`src/rtl/csp_pkg.sv`:
```
`timescale 1ns / 1ps
// ---------------------------------------------------------------------------
// csp_pkg: shared types and constants for the counting sort block
// Holds widths, action codes, controller states and the command/status bundles.
// ---------------------------------------------------------------------------
package csp_pkg;

    localparam int MAX_ITEMS = 1024;
    localparam int NUM_KEYS  = 256;
    localparam int KEY_W     = 8;
    localparam int POS_W     = 11;
    localparam int VAL_W     = 11;
    localparam int IDX_W     = $clog2(MAX_ITEMS);
    localparam int CNT_W     = $clog2(MAX_ITEMS + 1);
    localparam int BKT_W     = $clog2(NUM_KEYS);
    localparam int BND_W     = $clog2(NUM_KEYS + 1);

    localparam logic [2:0] ACT_LOAD     = 3'd0;
    localparam logic [2:0] ACT_FINISH   = 3'd1;
    localparam logic [2:0] ACT_RD_PERM  = 3'd2;
    localparam logic [2:0] ACT_RD_BOUND = 3'd3;
    localparam logic [2:0] ACT_CLEAR    = 3'd4;

    typedef enum logic [3:0] {
        ST_CLEAR,
        ST_IDLE,
        ST_LOAD,
        ST_PREFIX,
        ST_PFX_END,
        ST_SCAT_RD,
        ST_SCAT_END,
        ST_SCAT_WR,
        ST_READ,
        ST_OUT
    } csp_state_t;

    typedef struct packed {
        logic             clr_step;    // zero one histogram entry
        logic             clr_all;     // clear count and flags
        logic             load;        // store key, fetch its histogram count
        logic             hist_wr;     // write back the bumped count
        logic             pfx_start;
        logic             pfx_step;    // fetch one histogram entry for the prefix sum
        logic             scat_rd;     // fetch key i
        logic             scat_end;    // fetch the bucket end of key i
        logic             scat_wr;     // decrement end, write permutation
        logic             rd_issue;    // launch boundary or permutation read
        logic             rd_perm;
        logic             finish_done;
    } csp_cmd_t;

    typedef struct packed {
        logic clr_last;
        logic pfx_last;
        logic scat_empty;
        logic scat_last;
    } csp_stat_t;

endpackage

```
`src/rtl/csp_ctrl.sv`:
```
`timescale 1ns / 1ps
// ---------------------------------------------------------------------------
// csp_ctrl: sequencing controller
// Steps the clear sweep, the load write-back, the finish pass and the registered reads.
// ---------------------------------------------------------------------------
module csp_ctrl
    import csp_pkg::*;
(
    input  logic       clk,
    input  logic       rst_n,
    input  logic       in_valid,
    output logic       in_stall,
    input  logic [2:0] action,
    input  logic       out_valid,
    input  logic       out_stall,
    output logic       res_load,
    output csp_cmd_t   cmd,
    input  csp_stat_t  stat
);

    csp_state_t state_reg, state_next;
    logic       out_free;

    assign out_free = !out_valid || !out_stall;

    always_ff @(posedge clk or negedge rst_n)
    begin
        if (!rst_n)
            state_reg <= ST_CLEAR;
        else
            state_reg <= state_next;
    end

    always_comb
    begin
        logic acc;
        state_next = state_reg;
        cmd        = '0;
        res_load   = 1'b0;
        in_stall   = 1'b1;
        acc        = 1'b0;
        unique case (state_reg)
            ST_CLEAR:
            begin
                cmd.clr_step = 1'b1;
                if (stat.clr_last)
                    state_next = ST_IDLE;
            end
            ST_IDLE:
            begin
                in_stall = 1'b0;
                acc      = in_valid;
                if (acc)
                begin
                    unique case (action)
                        ACT_LOAD:
                        begin
                            cmd.load   = 1'b1;
                            state_next = ST_LOAD;
                        end
                        ACT_FINISH:
                        begin
                            cmd.pfx_start = 1'b1;
                            state_next    = ST_PREFIX;
                        end
                        ACT_RD_PERM, ACT_RD_BOUND:
                        begin
                            cmd.rd_issue = 1'b1;
                            cmd.rd_perm  = (action == ACT_RD_PERM);
                            state_next   = ST_READ;
                        end
                        ACT_CLEAR:
                        begin
                            cmd.clr_all = 1'b1;
                            state_next  = ST_CLEAR;
                        end
                        default: ;
                    endcase
                end
            end
            ST_LOAD:
            begin
                cmd.hist_wr = 1'b1;
                state_next  = ST_IDLE;
            end
            ST_PREFIX:
            begin
                cmd.pfx_step = 1'b1;
                if (stat.pfx_last)
                    state_next = ST_PFX_END;
            end
            ST_PFX_END:
            begin
                state_next = stat.scat_empty ? ST_OUT : ST_SCAT_RD;
            end
            ST_SCAT_RD:
            begin
                cmd.scat_rd = 1'b1;
                state_next  = ST_SCAT_END;
            end
            ST_SCAT_END:
            begin
                cmd.scat_end = 1'b1;
                state_next   = ST_SCAT_WR;
            end
            ST_SCAT_WR:
            begin
                cmd.scat_wr = 1'b1;
                state_next  = stat.scat_last ? ST_OUT : ST_SCAT_RD;
            end
            ST_READ:
            begin
                if (out_free)
                begin
                    res_load   = 1'b1;
                    state_next = ST_IDLE;
                end
            end
            ST_OUT:
            begin
                if (out_free)
                begin
                    res_load        = 1'b1;
                    cmd.finish_done = 1'b1;
                    state_next      = ST_IDLE;
                end
            end
            default: state_next = ST_IDLE;
        endcase
    end

endmodule

```
`config.mk`:
```
export PLATFORM = sky130hd
export DESIGN_NAME = csp_ctrl
export DESIGN_NICKNAME = d
export VERILOG_FILES = /design/src/rtl/csp_pkg.sv /design/src/rtl/csp_ctrl.sv
export SDC_FILE = /design/constraint.sdc
export NUM_CORES = 1
export LEC_CHECK = 0
export BUFFER_PORTS_ARGS = -buffer_cell sky130_fd_sc_hd__buf_2
export CELL_PAD_IN_SITES_DETAIL_PLACEMENT = 1
export CELL_PAD_IN_SITES_GLOBAL_PLACEMENT = 1
export CORE_MARGIN = 2
export CORE_UTILIZATION = 24
export CTS_CLUSTER_DIAMETER = 50
export DETAILED_ROUTE_END_ITERATION = 8
export PLACE_DENSITY_LB_ADDON = 0.12
export SYNTH_ARGS = -nofsm -noshare
export SYNTH_HDL_FRONTEND = slang
export SYNTH_SLANG_ARGS = --single-unit
```
`constraint.sdc`:
```
create_clock -name clk -period 1.32 [get_ports clk]
set_clock_uncertainty 0.15 [all_clocks]
set_input_delay 0.264 -clock clk [delete_from_list [all_inputs] [get_ports clk]]
set_output_delay 0.264 -clock clk [all_outputs]
set_load 0.005 [all_outputs]
```
==> reports/results.tsv, run 1 <==
metric	value	unit
slowest cell delay on critical path	0.45	ns
pin count of the biggest net entering global routing	12	
insertion delay to the later sink of the worst-skew pair	0.22	ns
Core Util, Final	64.09	%
reg-to-reg slack, setup	-0.36	ns
initial antenna violation count	0	
WS Path Type	register to output port	
hold_ws	0.1923	ns
die width	47.20	um
critical-path maximum fanout	5	
Slowest cell on crit path	dfrtp_2	
Top Ports	26	
grt ovf	0	
final hold vios	0	
Pleak	0.0005440	uW
layout cell share with drive strength beyond 1	74.22	%
Initial Util	25.66	%
n_diodes	0	
Max Clk Rate	564.9	MHz
dpl ws	-0.2468	ns
WL/cell	17.14	um
DRC	0	
Period minus WS final	1.770	ns
global-route wire length before repair	3318	um
Buffers & Inverters on Critical Path	1	
nets@finish	142	
die area	0.002228	mm2
max FFs per register	4	
Max Cap Viol	0	
CP cell instances	nor2_4 > nand3_4 > nor4_1 > buf_2	
CTS Root Cell	clkbuf_4	
area grow syn2layout	149.7	%
number of cells on the worst hold path	2	
vias in the first global route	726	
Worst IR Drop VDD	1.213	mV
Net Switching	1141	uW
Port Buffer Count	25	
Sequential cell area	102.6	um2
DRT antenna net count	0	
setup ws final	-0.4502	ns
Critical Path AT	1.36	ns
core area	0.001745	mm2
RSZ-0062 raised after global routing	yes	
Synth Cell Area	447.9	um2
# H-tree levels	1	
# clock sinks	4	
Slew Viols, Final	0	
Tcrit/Tclk final	134.1	%
Die Height	47.20	um
drt pass-1 iters	4	
DP Wirelength	1361	um
CP endpoint kind	output port	
via count	800	
gr usage total	20.94	%
YS warnings	0	
CTS tree	done	
outcome	finished with violations	
violated checks	negative setup slack	
Longest Clk Path Bufs	2	
R2R Path Start	state_reg[0]	
Avg Cell Area, Syn	6.891	um2
Sw Ratio	42.13	%
Placer Congestion	0.8339	
Multi-input gate area	454.2	um2
Gate power share	85.2	%
pwr dens	2422	mW/mm2
Mapped Nets	77	
Hold Crit Class	input pin to register	
Fillers	214	
vias per std cell	5.229	
worst hold endpoint	state_reg[1]	
distinct cell type count after synthesis	26	
Initial DRC Count	7	
Worst-Margin Slew	0.2608	ns
final setup fails	18	
clock share of power	5.3	%
Yosys reg bits	4	
Clk pin slew, worst setup/hold paths	0.03	ns
internal power	1568	uW
hold path start	stat[2]	
Slew headroom	82.45	%
Synth Instances	65	
Post-Route WL	2623	um
family with the most delay on the worst path	simple AND/OR/NAND/NOR gates	
post-synthesis sequential area ratio	22.35	%
Required @ worst endpoint	0.91	ns
R2R depth	6	
R2R Path End	state_reg[0]	
row count	15	
Flop pwr share	9.5	%
TritonCTS Buffers	3	
CP startpoint kind	register	
## logic make-up after synthesis
kind of cell / share of synthesized area [%]
DFF: 22.35
and+or+nand+nor: 44.97
AOI/OAI and AO/OA: 25.42
buffers and inverters: 7.262
## cell type report
cell class                      count  share of cell area [%]
Clock buffer                        3                   2.013
Inverter                            3                   1.678
Multi-Input combinational cell     54                   40.60
Sequential cell                     4                   9.172
Tap cell                           25                   2.796
Timing Repair Buffer               64                   43.74
## worst register-to-register path, cell delays in order, from the launching register on
cell and delay [ns]:
dfrtp_1 0.40, buf_4 0.16, buf_12 0.14, nand2_4 0.08
nor3_2 0.04, a311o_1 0.40, a2bb2oi_2 0.19
## per-layer routing
metal / track usage (%) / part of all wire (%) / routed length [um] / vias up
li1: - / - / - / 372
met1: 26.44 / 43 / 1138 / 400
met2: 40.27 / 52 / 1376 / 22
met3: 1.154 / 1.9 / 51 / 6
met4: 1.667 / 2.1 / 56 / 0
met5: 0 / 0 / 0 / -
## power by group through the flow
stage | registers, uW | logic, uW | clock network, uW
2_1_floorplan | 219 | 662 | 0
3_3_place_gp | 240 | 1160 | 0
3_5_place_dp | 245 | 1170 | 0
4_1_cts | 235 | 1730 | 157
5_1_grt | 264 | 2440 | 158
6_report | 258 | 2310 | 143
## cells in the final DEF, fill, tap and decap left out, types with 3 or more instances in the layout
| master | instances |
|---|---|
| nand2_4 | 3 |
| buf_6 | 9 |
| clkbuf_4 | 3 |
| nand2_1 | 4 |
| a21oi_1 | 3 |
| buf_4 | 27 |
| nand3_1 | 4 |
| nor2_1 | 4 |
| buf_2 | 24 |
| nor3_2 | 4 |
## synthesized netlist by cell type
master / number / share of area [%]
a211o_1: 1 / 2.0
a21oi_1: 4 / 4.5
a2bb2oi_1: 2 / 3.9
a311o_1: 2 / 4.5
a31oi_1: 1 / 1.4
and2_1: 1 / 1.4
and2b_1: 1 / 1.7
buf_2: 2 / 2.2
buf_4: 1 / 1.7
clkbuf_1: 1 / 0.84
dfrtp_1: 4 / 22
inv_1: 3 / 2.5
nand2_1: 8 / 6.7
nand2b_1: 3 / 4.2
nand3_1: 6 / 6.7
nor2_1: 8 / 6.7
nor3_1: 5 / 5.6
nor3_2: 1 / 2.2
nor4_1: 2 / 2.8
nor4b_2: 1 / 3.4
o21ai_0: 1 / 1.1
o21ai_2: 1 / 2.0
o22ai_1: 3 / 4.2
o2bb2ai_1: 1 / 2.0
or2b_1: 1 / 1.7
or3b_1: 1 / 2.0
## repair_timing
action                                  4_1_cts  5_1_grt
gates cloned                                  1        0
buffers inserted                             14        8
endpoints found under the setup margin       18       18
pin swaps                                    12        5
gates resized for setup                      24       23
hold endpoints to repair                      4        0
hold buffers                                  1        0
## worst max-delay path by stage
stage | from | to | slack [ns] | cells past startpoint
6_report | state_reg[3] | cmd[9] | -0.45 | 4
5_1_grt | state_reg[3] | cmd[9] | -0.56 | 4
4_1_cts | state_reg[1] | cmd[10] | -0.43 | 4
3_5_place_dp | state_reg[1] | cmd[10] | -0.25 | 4
3_3_place_gp | state_reg[1] | cmd[10] | -0.23 | 4
2_1_floorplan | state_reg[0] | cmd[10] | -0.11 | 4
## per-stage QoR
step / cell area [um2] / std cells / power [uW] / setup TNS [ns]
after floorplan: 473.0 / 65 / 881.3 / -0.3116
after global placement: 744.5 / 129 / 1399 / -2.045
after detailed placement: 744.5 / 129 / 1419 / -2.339
after CTS: 983.4 / 148 / 2126 / -5.719
after global routing: 1119 / 153 / 2867 / -7.650
final: 1119 / 153 / 2709 / -6.665
Note: power is estimated with default switching activity, not from simulation.
==> inputs of run 2 (changes only) <==
--- a/config.mk
+++ b/config.mk
@@ -8,8 +8,7 @@
 export BUFFER_PORTS_ARGS = -buffer_cell sky130_fd_sc_hd__buf_2
 export CELL_PAD_IN_SITES_DETAIL_PLACEMENT = 1
 export CELL_PAD_IN_SITES_GLOBAL_PLACEMENT = 1
-export CORE_MARGIN = 2
-export CORE_UTILIZATION = 24
+export CORE_UTILIZATION = 29
 export CTS_CLUSTER_DIAMETER = 50
 export DETAILED_ROUTE_END_ITERATION = 8
 export PLACE_DENSITY_LB_ADDON = 0.12
==> constraint.sdc (replaced) <==
create_clock -name clk -period 2.1 [get_ports clk]
set_clock_uncertainty 0.15 [all_clocks]
set_input_delay 0.42 -clock clk [delete_from_list [all_inputs] [get_ports clk]]
set_output_delay 0.42 -clock clk [all_outputs]
set_load 0.005 [all_outputs]
==> reports/results.tsv, run 2 (same netlist as run 1, synthesis figures left out) <==
metric	value	unit	change
Required @ worst endpoint	1.53	ns	was 0.91 ns
CP endpoint kind	output port		unchanged
n_diodes	0		unchanged
Hold Crit Class	input pin to register		unchanged
Tcrit/Tclk final	93.17	%	
DP Wirelength	1160	um	was 1361 um
Worst IR Drop VDD	0.4016	mV	was 1.213 mV
global-route wire length before repair	2297	um	was 3318 um
area grow syn2layout	43.30	%	was 149.7%
critical-path maximum fanout	6		was 5
Port Buffer Count	25		unchanged
final hold vios	0		unchanged
R2R Path Start	state_reg[0]		unchanged
CTS tree	done		unchanged
setup TNS	0	ns	was -6.665 ns
Fillers	189		was 214
GRT met3 Usage	4.787	%	was 1.154%
Worst-Margin Slew	0.2335	ns	was 0.2608 ns
Initial DRC Count	10		was 7
core area	0.001366	mm2	was 0.001745 mm2
Die Height	41.30	um	was 47.20 um
drt pass-1 iters	5		was 4
RSZ-0062 raised after global routing	no		was yes
GRT met1 Usage	23.30	%	was 26.44%
die area	0.001706	mm2	was 0.002228 mm2
Clk pin slew, worst setup/hold paths	0.04	ns	was 0.03 ns
row count	13		was 15
insertion delay to the later sink of the worst-skew pair	0.24	ns	was 0.22 ns
outcome	finished clean		was finished with violations
Core Util, Final	46.98	%	was 64.09%
DRC	0		unchanged
Longest Clk Path Bufs	2		unchanged
WS Path Type	register to output port		unchanged
grt ovf	0		unchanged
met2 usage	39.84	%	was 40.27%
pwr dens	1265	mW/mm2	was 2422 mW/mm2
Top Ports	26		unchanged
via count	595		was 800
Placer Congestion	0.8521		was 0.8339
vias in the first global route	541		was 726
Max Clk Rate	511.1	MHz	
Slew headroom	84.38	%	was 82.45%
TritonCTS Buffers	3		unchanged
commonest non-fill, non-tap cell in the layout	buf_2		was buf_4
CTS Root Cell	clkbuf_4		unchanged
# H-tree levels	1		unchanged
gr usage total	20.98	%	was 20.94%
die width	41.30	um	was 47.20 um
Period minus WS final	1.957	ns	
Pleak	0.0003237	uW	was 0.0005440 uW
busiest grt layer	met2		unchanged
hold path start	stat[2]		unchanged
# clock sinks	4		unchanged
hold_ws	0.2994	ns	was 0.1923 ns
CP startpoint kind	register		unchanged
postcts setup bufs	0		was 14
commonest cells after routing, fill and taps aside	buf_2, nand2_1, nor2_1		was buf_4, buf_2, buf_6
nets@finish	108		was 142
Slew Viols, Final	0		unchanged
pin count of the biggest net entering global routing	13		was 12
Initial Util	32.78	%	was 25.66%
initial antenna violation count	0		unchanged
max FFs per register	4		unchanged
layout cell share with drive strength beyond 1	40.43	%	was 74.22%
vias per std cell	5.459		was 5.229
WL/cell	13.65	um	was 17.14 um
DRT antenna net count	0		unchanged
crit path launch	state_reg[2]		was state_reg[3]
Max Cap Viol	0		unchanged
Post-Route WL	1488	um	was 2623 um
final setup fails	0		was 18
Critical Path AT	1.39	ns	was 1.36 ns
==> run 2: final timing paths <==
kind	to	slack, ns	depth (start not counted)
min	state_reg[1]	0.30	2
max	cmd[0]	0.14	5
max in group asynchronous	state_reg[0]	1.28	2
min reg2reg	state_reg[0]	0.52	2
min in group asynchronous	state_reg[2]	0.39	2
max reg2reg	state_reg[2]	0.50	4
==> run 2: worst max-delay path: stages, from the launching register on <==
cell	delay, ns
dfrtp_1	0.43
nor2_1	0.23
nand2_1	0.11
a21oi_1	0.14
and2_1	0.14
buf_2	0.10
==> run 2: per-layer routing <==
| metal | wire, um | share of wire [%] |
|---|---|---|
| met5 | 0 | 0 |
| met4 | 0 | 0 |
| met3 | 94 | 6.3 |
| met2 | 788 | 53 |
| met1 | 605 | 41 |
==> run 2: final cells by class <==
type | count | area (um2) | area share (%)
inverter | 3 | 11.26 | 1.754
multi-input combinational | 54 | 324.1 | 50.49
sequential | 4 | 100.1 | 15.59
timing repair buffer | 30 | 165.2 | 25.73
clock buffer | 3 | 22.52 | 3.509
tap | 15 | 18.77 | 2.924
==> run 2: repair_timing <==
| item | 4_1_cts | 5_1_grt |
|---|---|---|
| hold endpoints to repair | 4 | 0 |
| resized for setup | 0 | 3 |
| setup endpoints to repair | 0 | 3 |
| hold buffers | 1 | 0 |
==> run 2: stage by stage <==
stage	cell area [um2]	instances	total power [uW]	setup slack, ns
detailed placement	600.6	105	703.6	0.3105
global route	641.9	109	885.3	0.004392
global placement	600.6	105	698.3	0.3489
floorplan	447.9	65	514.9	0.4495
CTS	633.1	109	808.0	0.05860
finish	641.9	109	811.8	0.1435
==> run 2: where the power goes <==
part           total, uW  internal (uW)  switching (uW)
Sequential           145            111            34.3
Clock               95.2           63.9            31.3
Combinational        571            252             319
==> inputs of run 3 (changes only) <==
--- a/config.mk
+++ b/config.mk
@@ -8,10 +8,10 @@
 export BUFFER_PORTS_ARGS = -buffer_cell sky130_fd_sc_hd__buf_2
 export CELL_PAD_IN_SITES_DETAIL_PLACEMENT = 1
 export CELL_PAD_IN_SITES_GLOBAL_PLACEMENT = 1
-export CORE_UTILIZATION = 29
+export CORE_UTILIZATION = 24
 export CTS_CLUSTER_DIAMETER = 50
 export DETAILED_ROUTE_END_ITERATION = 8
-export PLACE_DENSITY_LB_ADDON = 0.12
+export PLACE_DENSITY_LB_ADDON = 0.1
 export SYNTH_ARGS = -nofsm -noshare
 export SYNTH_HDL_FRONTEND = slang
 export SYNTH_SLANG_ARGS = --single-unit
==> constraint.sdc (replaced) <==
create_clock -name clk -period 1.7 [get_ports clk]
set_clock_uncertainty 0.15 [all_clocks]
set_input_delay 0.34 -clock clk [delete_from_list [all_inputs] [get_ports clk]]
set_output_delay 0.34 -clock clk [all_outputs]
set_load 0.005 [all_outputs]
==> reports/results.tsv, run 3 (same netlist as run 1, synthesis figures left out) <==
metric	value	unit	change
outcome	finished with violations		was finished clean
violated checks	negative setup slack		
Clk pin slew, worst setup/hold paths	0.03	ns	was 0.04 ns
pin count of the biggest net entering global routing	12		was 13
die width	45.20	um	was 41.30 um
WS Path Type	register to output port		unchanged
global-route wire length before repair	2415	um	was 2297 um
setup ws final	-0.1670	ns	was 0.1435 ns
hold_ws	0.2187	ns	was 0.2994 ns
Placer Congestion	0.7709		was 0.8521
Layout Cells excl Fill	129		was 109
Critical Path AT	1.38	ns	was 1.39 ns
Core Util, Final	44.95	%	was 46.98%
final setup fails	7		was 0
vias per std cell	4.806		was 5.459
Pleak	0.0003800	uW	was 0.0003237 uW
DRC	0		unchanged
RSZ-0062 raised after global routing	yes		was no
commonest non-fill, non-tap cell in the layout	buf_2		unchanged
Hold Crit Class	input pin to register		unchanged
CTS tree	done		unchanged
Worst-Margin Slew	0.2057	ns	was 0.2335 ns
die area	0.002043	mm2	was 0.001706 mm2
Top Ports	26		unchanged
layout cell share with drive strength beyond 1	54.81	%	was 40.43%
Initial Util	25.66	%	was 32.78%
row count	15		was 13
DRT antenna net count	0		unchanged
via count	620		was 595
max FFs per register	4		unchanged
reg-to-reg slack, setup	0.14	ns	was 0.50 ns
CP startpoint kind	register		unchanged
TritonCTS Buffers	3		unchanged
Slew Viols, Final	0		unchanged
Placed Cells	119		was 105
commonest cells after routing, fill and taps aside	buf_2, buf_4, nand2_1		was buf_2, nand2_1, nor2_1
Max Clk Rate	535.6	MHz	
Period minus WS final	1.867	ns	
Fillers	229		was 189
core area	0.001745	mm2	was 0.001366 mm2
Longest Clk Path Bufs	2		unchanged
# H-tree levels	1		unchanged
CP endpoint kind	output port		unchanged
dpl ws	0.04960	ns	was 0.3105 ns
CTS Root Cell	clkbuf_4		unchanged
n_diodes	0		unchanged
pwr dens	1644	mW/mm2	was 1265 mW/mm2
grt ovf	0		unchanged
gr usage total	16.60	%	was 20.98%
Tcrit/Tclk final	109.8	%	
DP Wirelength	1201	um	was 1160 um
initial antenna violation count	0		unchanged
drt pass-1 iters	2		was 5
Die Height	45.20	um	was 41.30 um
Required @ worst endpoint	1.21	ns	was 1.53 ns
WL/cell	11.91	um	was 13.65 um
Port Buffer Count	25		unchanged
vias in the first global route	556		was 541
Max Cap Viol	0		unchanged
area grow syn2layout	75.14	%	was 43.30%
Slew headroom	86.14	%	was 84.38%
final hold vios	0		unchanged
Post-Route WL	1537	um	was 1488 um
insertion delay to the later sink of the worst-skew pair	0.23	ns	was 0.24 ns
nets@finish	118		was 108
critical-path maximum fanout	4		was 6
Initial DRC Count	5		was 10
# clock sinks	4		unchanged
Worst IR Drop VDD	0.7819	mV	was 0.4016 mV
[run 3: final timing paths]
check	start	end	depth (start not counted)
setup / recovery	state_reg[1]	cmd[9]	4
hold / removal	stat[2]	state_reg[1]	2
setup reg to reg	state_reg[0]	state_reg[0]	5
hold reg to reg	state_reg[0]	state_reg[0]	3
max in group asynchronous	rst_n	state_reg[2]	2
min in group asynchronous	rst_n	state_reg[0]	2
[run 3: area by class of cell]
cell class | count | area [um2] | area share, %
Sequential cell | 4 | 100.1 | 12.76
Inverter | 3 | 13.76 | 1.754
Clock buffer | 3 | 22.52 | 2.871
Multi-Input combinational cell | 54 | 372.9 | 47.53
Timing Repair Buffer | 40 | 244.0 | 31.10
Tap cell | 25 | 31.28 | 3.987
[run 3: per-layer routing]
| metal | vias up | track usage [%] | wire length [um] |
|---|---|---|---|
| met4 | 0 | 7.273 | 0 |
| met2 | 12 | 26.09 | 793 |
| met1 | 286 | 22.44 | 708 |
| met3 | 0 | 2.400 | 35 |
| li1 | 322 | - | - |
| met5 | - | 0 | 0 |
[run 3: timing repair]
item,CTS,global route
setup endpoints to repair,11,12
hold buffers,1,0
pin swaps,4,4
resized for setup,11,5
endpoints found under the hold margin,4,0
setup buffers,2,5
[run 3: power breakdown]
group | leakage [uW] | total (uW) | switching, uW | internal (uW)
Combinational | 0.000315 | 1010 | 500 | 507
Clock | 0.0000138 | 113 | 34.1 | 78.6
Sequential | 0.0000511 | 171 | 33.5 | 137
[run 3: through the flow]
stage | setup TNS (ns) | area (um2) | total power, uW
finish | -0.6670 | 784.5 | 1290
CTS | -0.3219 | 732.0 | 1200
global route | -1.372 | 784.5 | 1415
floorplan | 0 | 447.9 | 636.1
global placement | 0 | 643.1 | 953.1
detailed placement | 0 | 643.1 | 956.9
[run 3: worst max-delay path, stage by stage (launching register included)]
cell and delay, ns:
dfrtp_1 0.38, and2b_1 0.23, nand3_2 0.11, nor4_1 0.26
buf_2 0.15
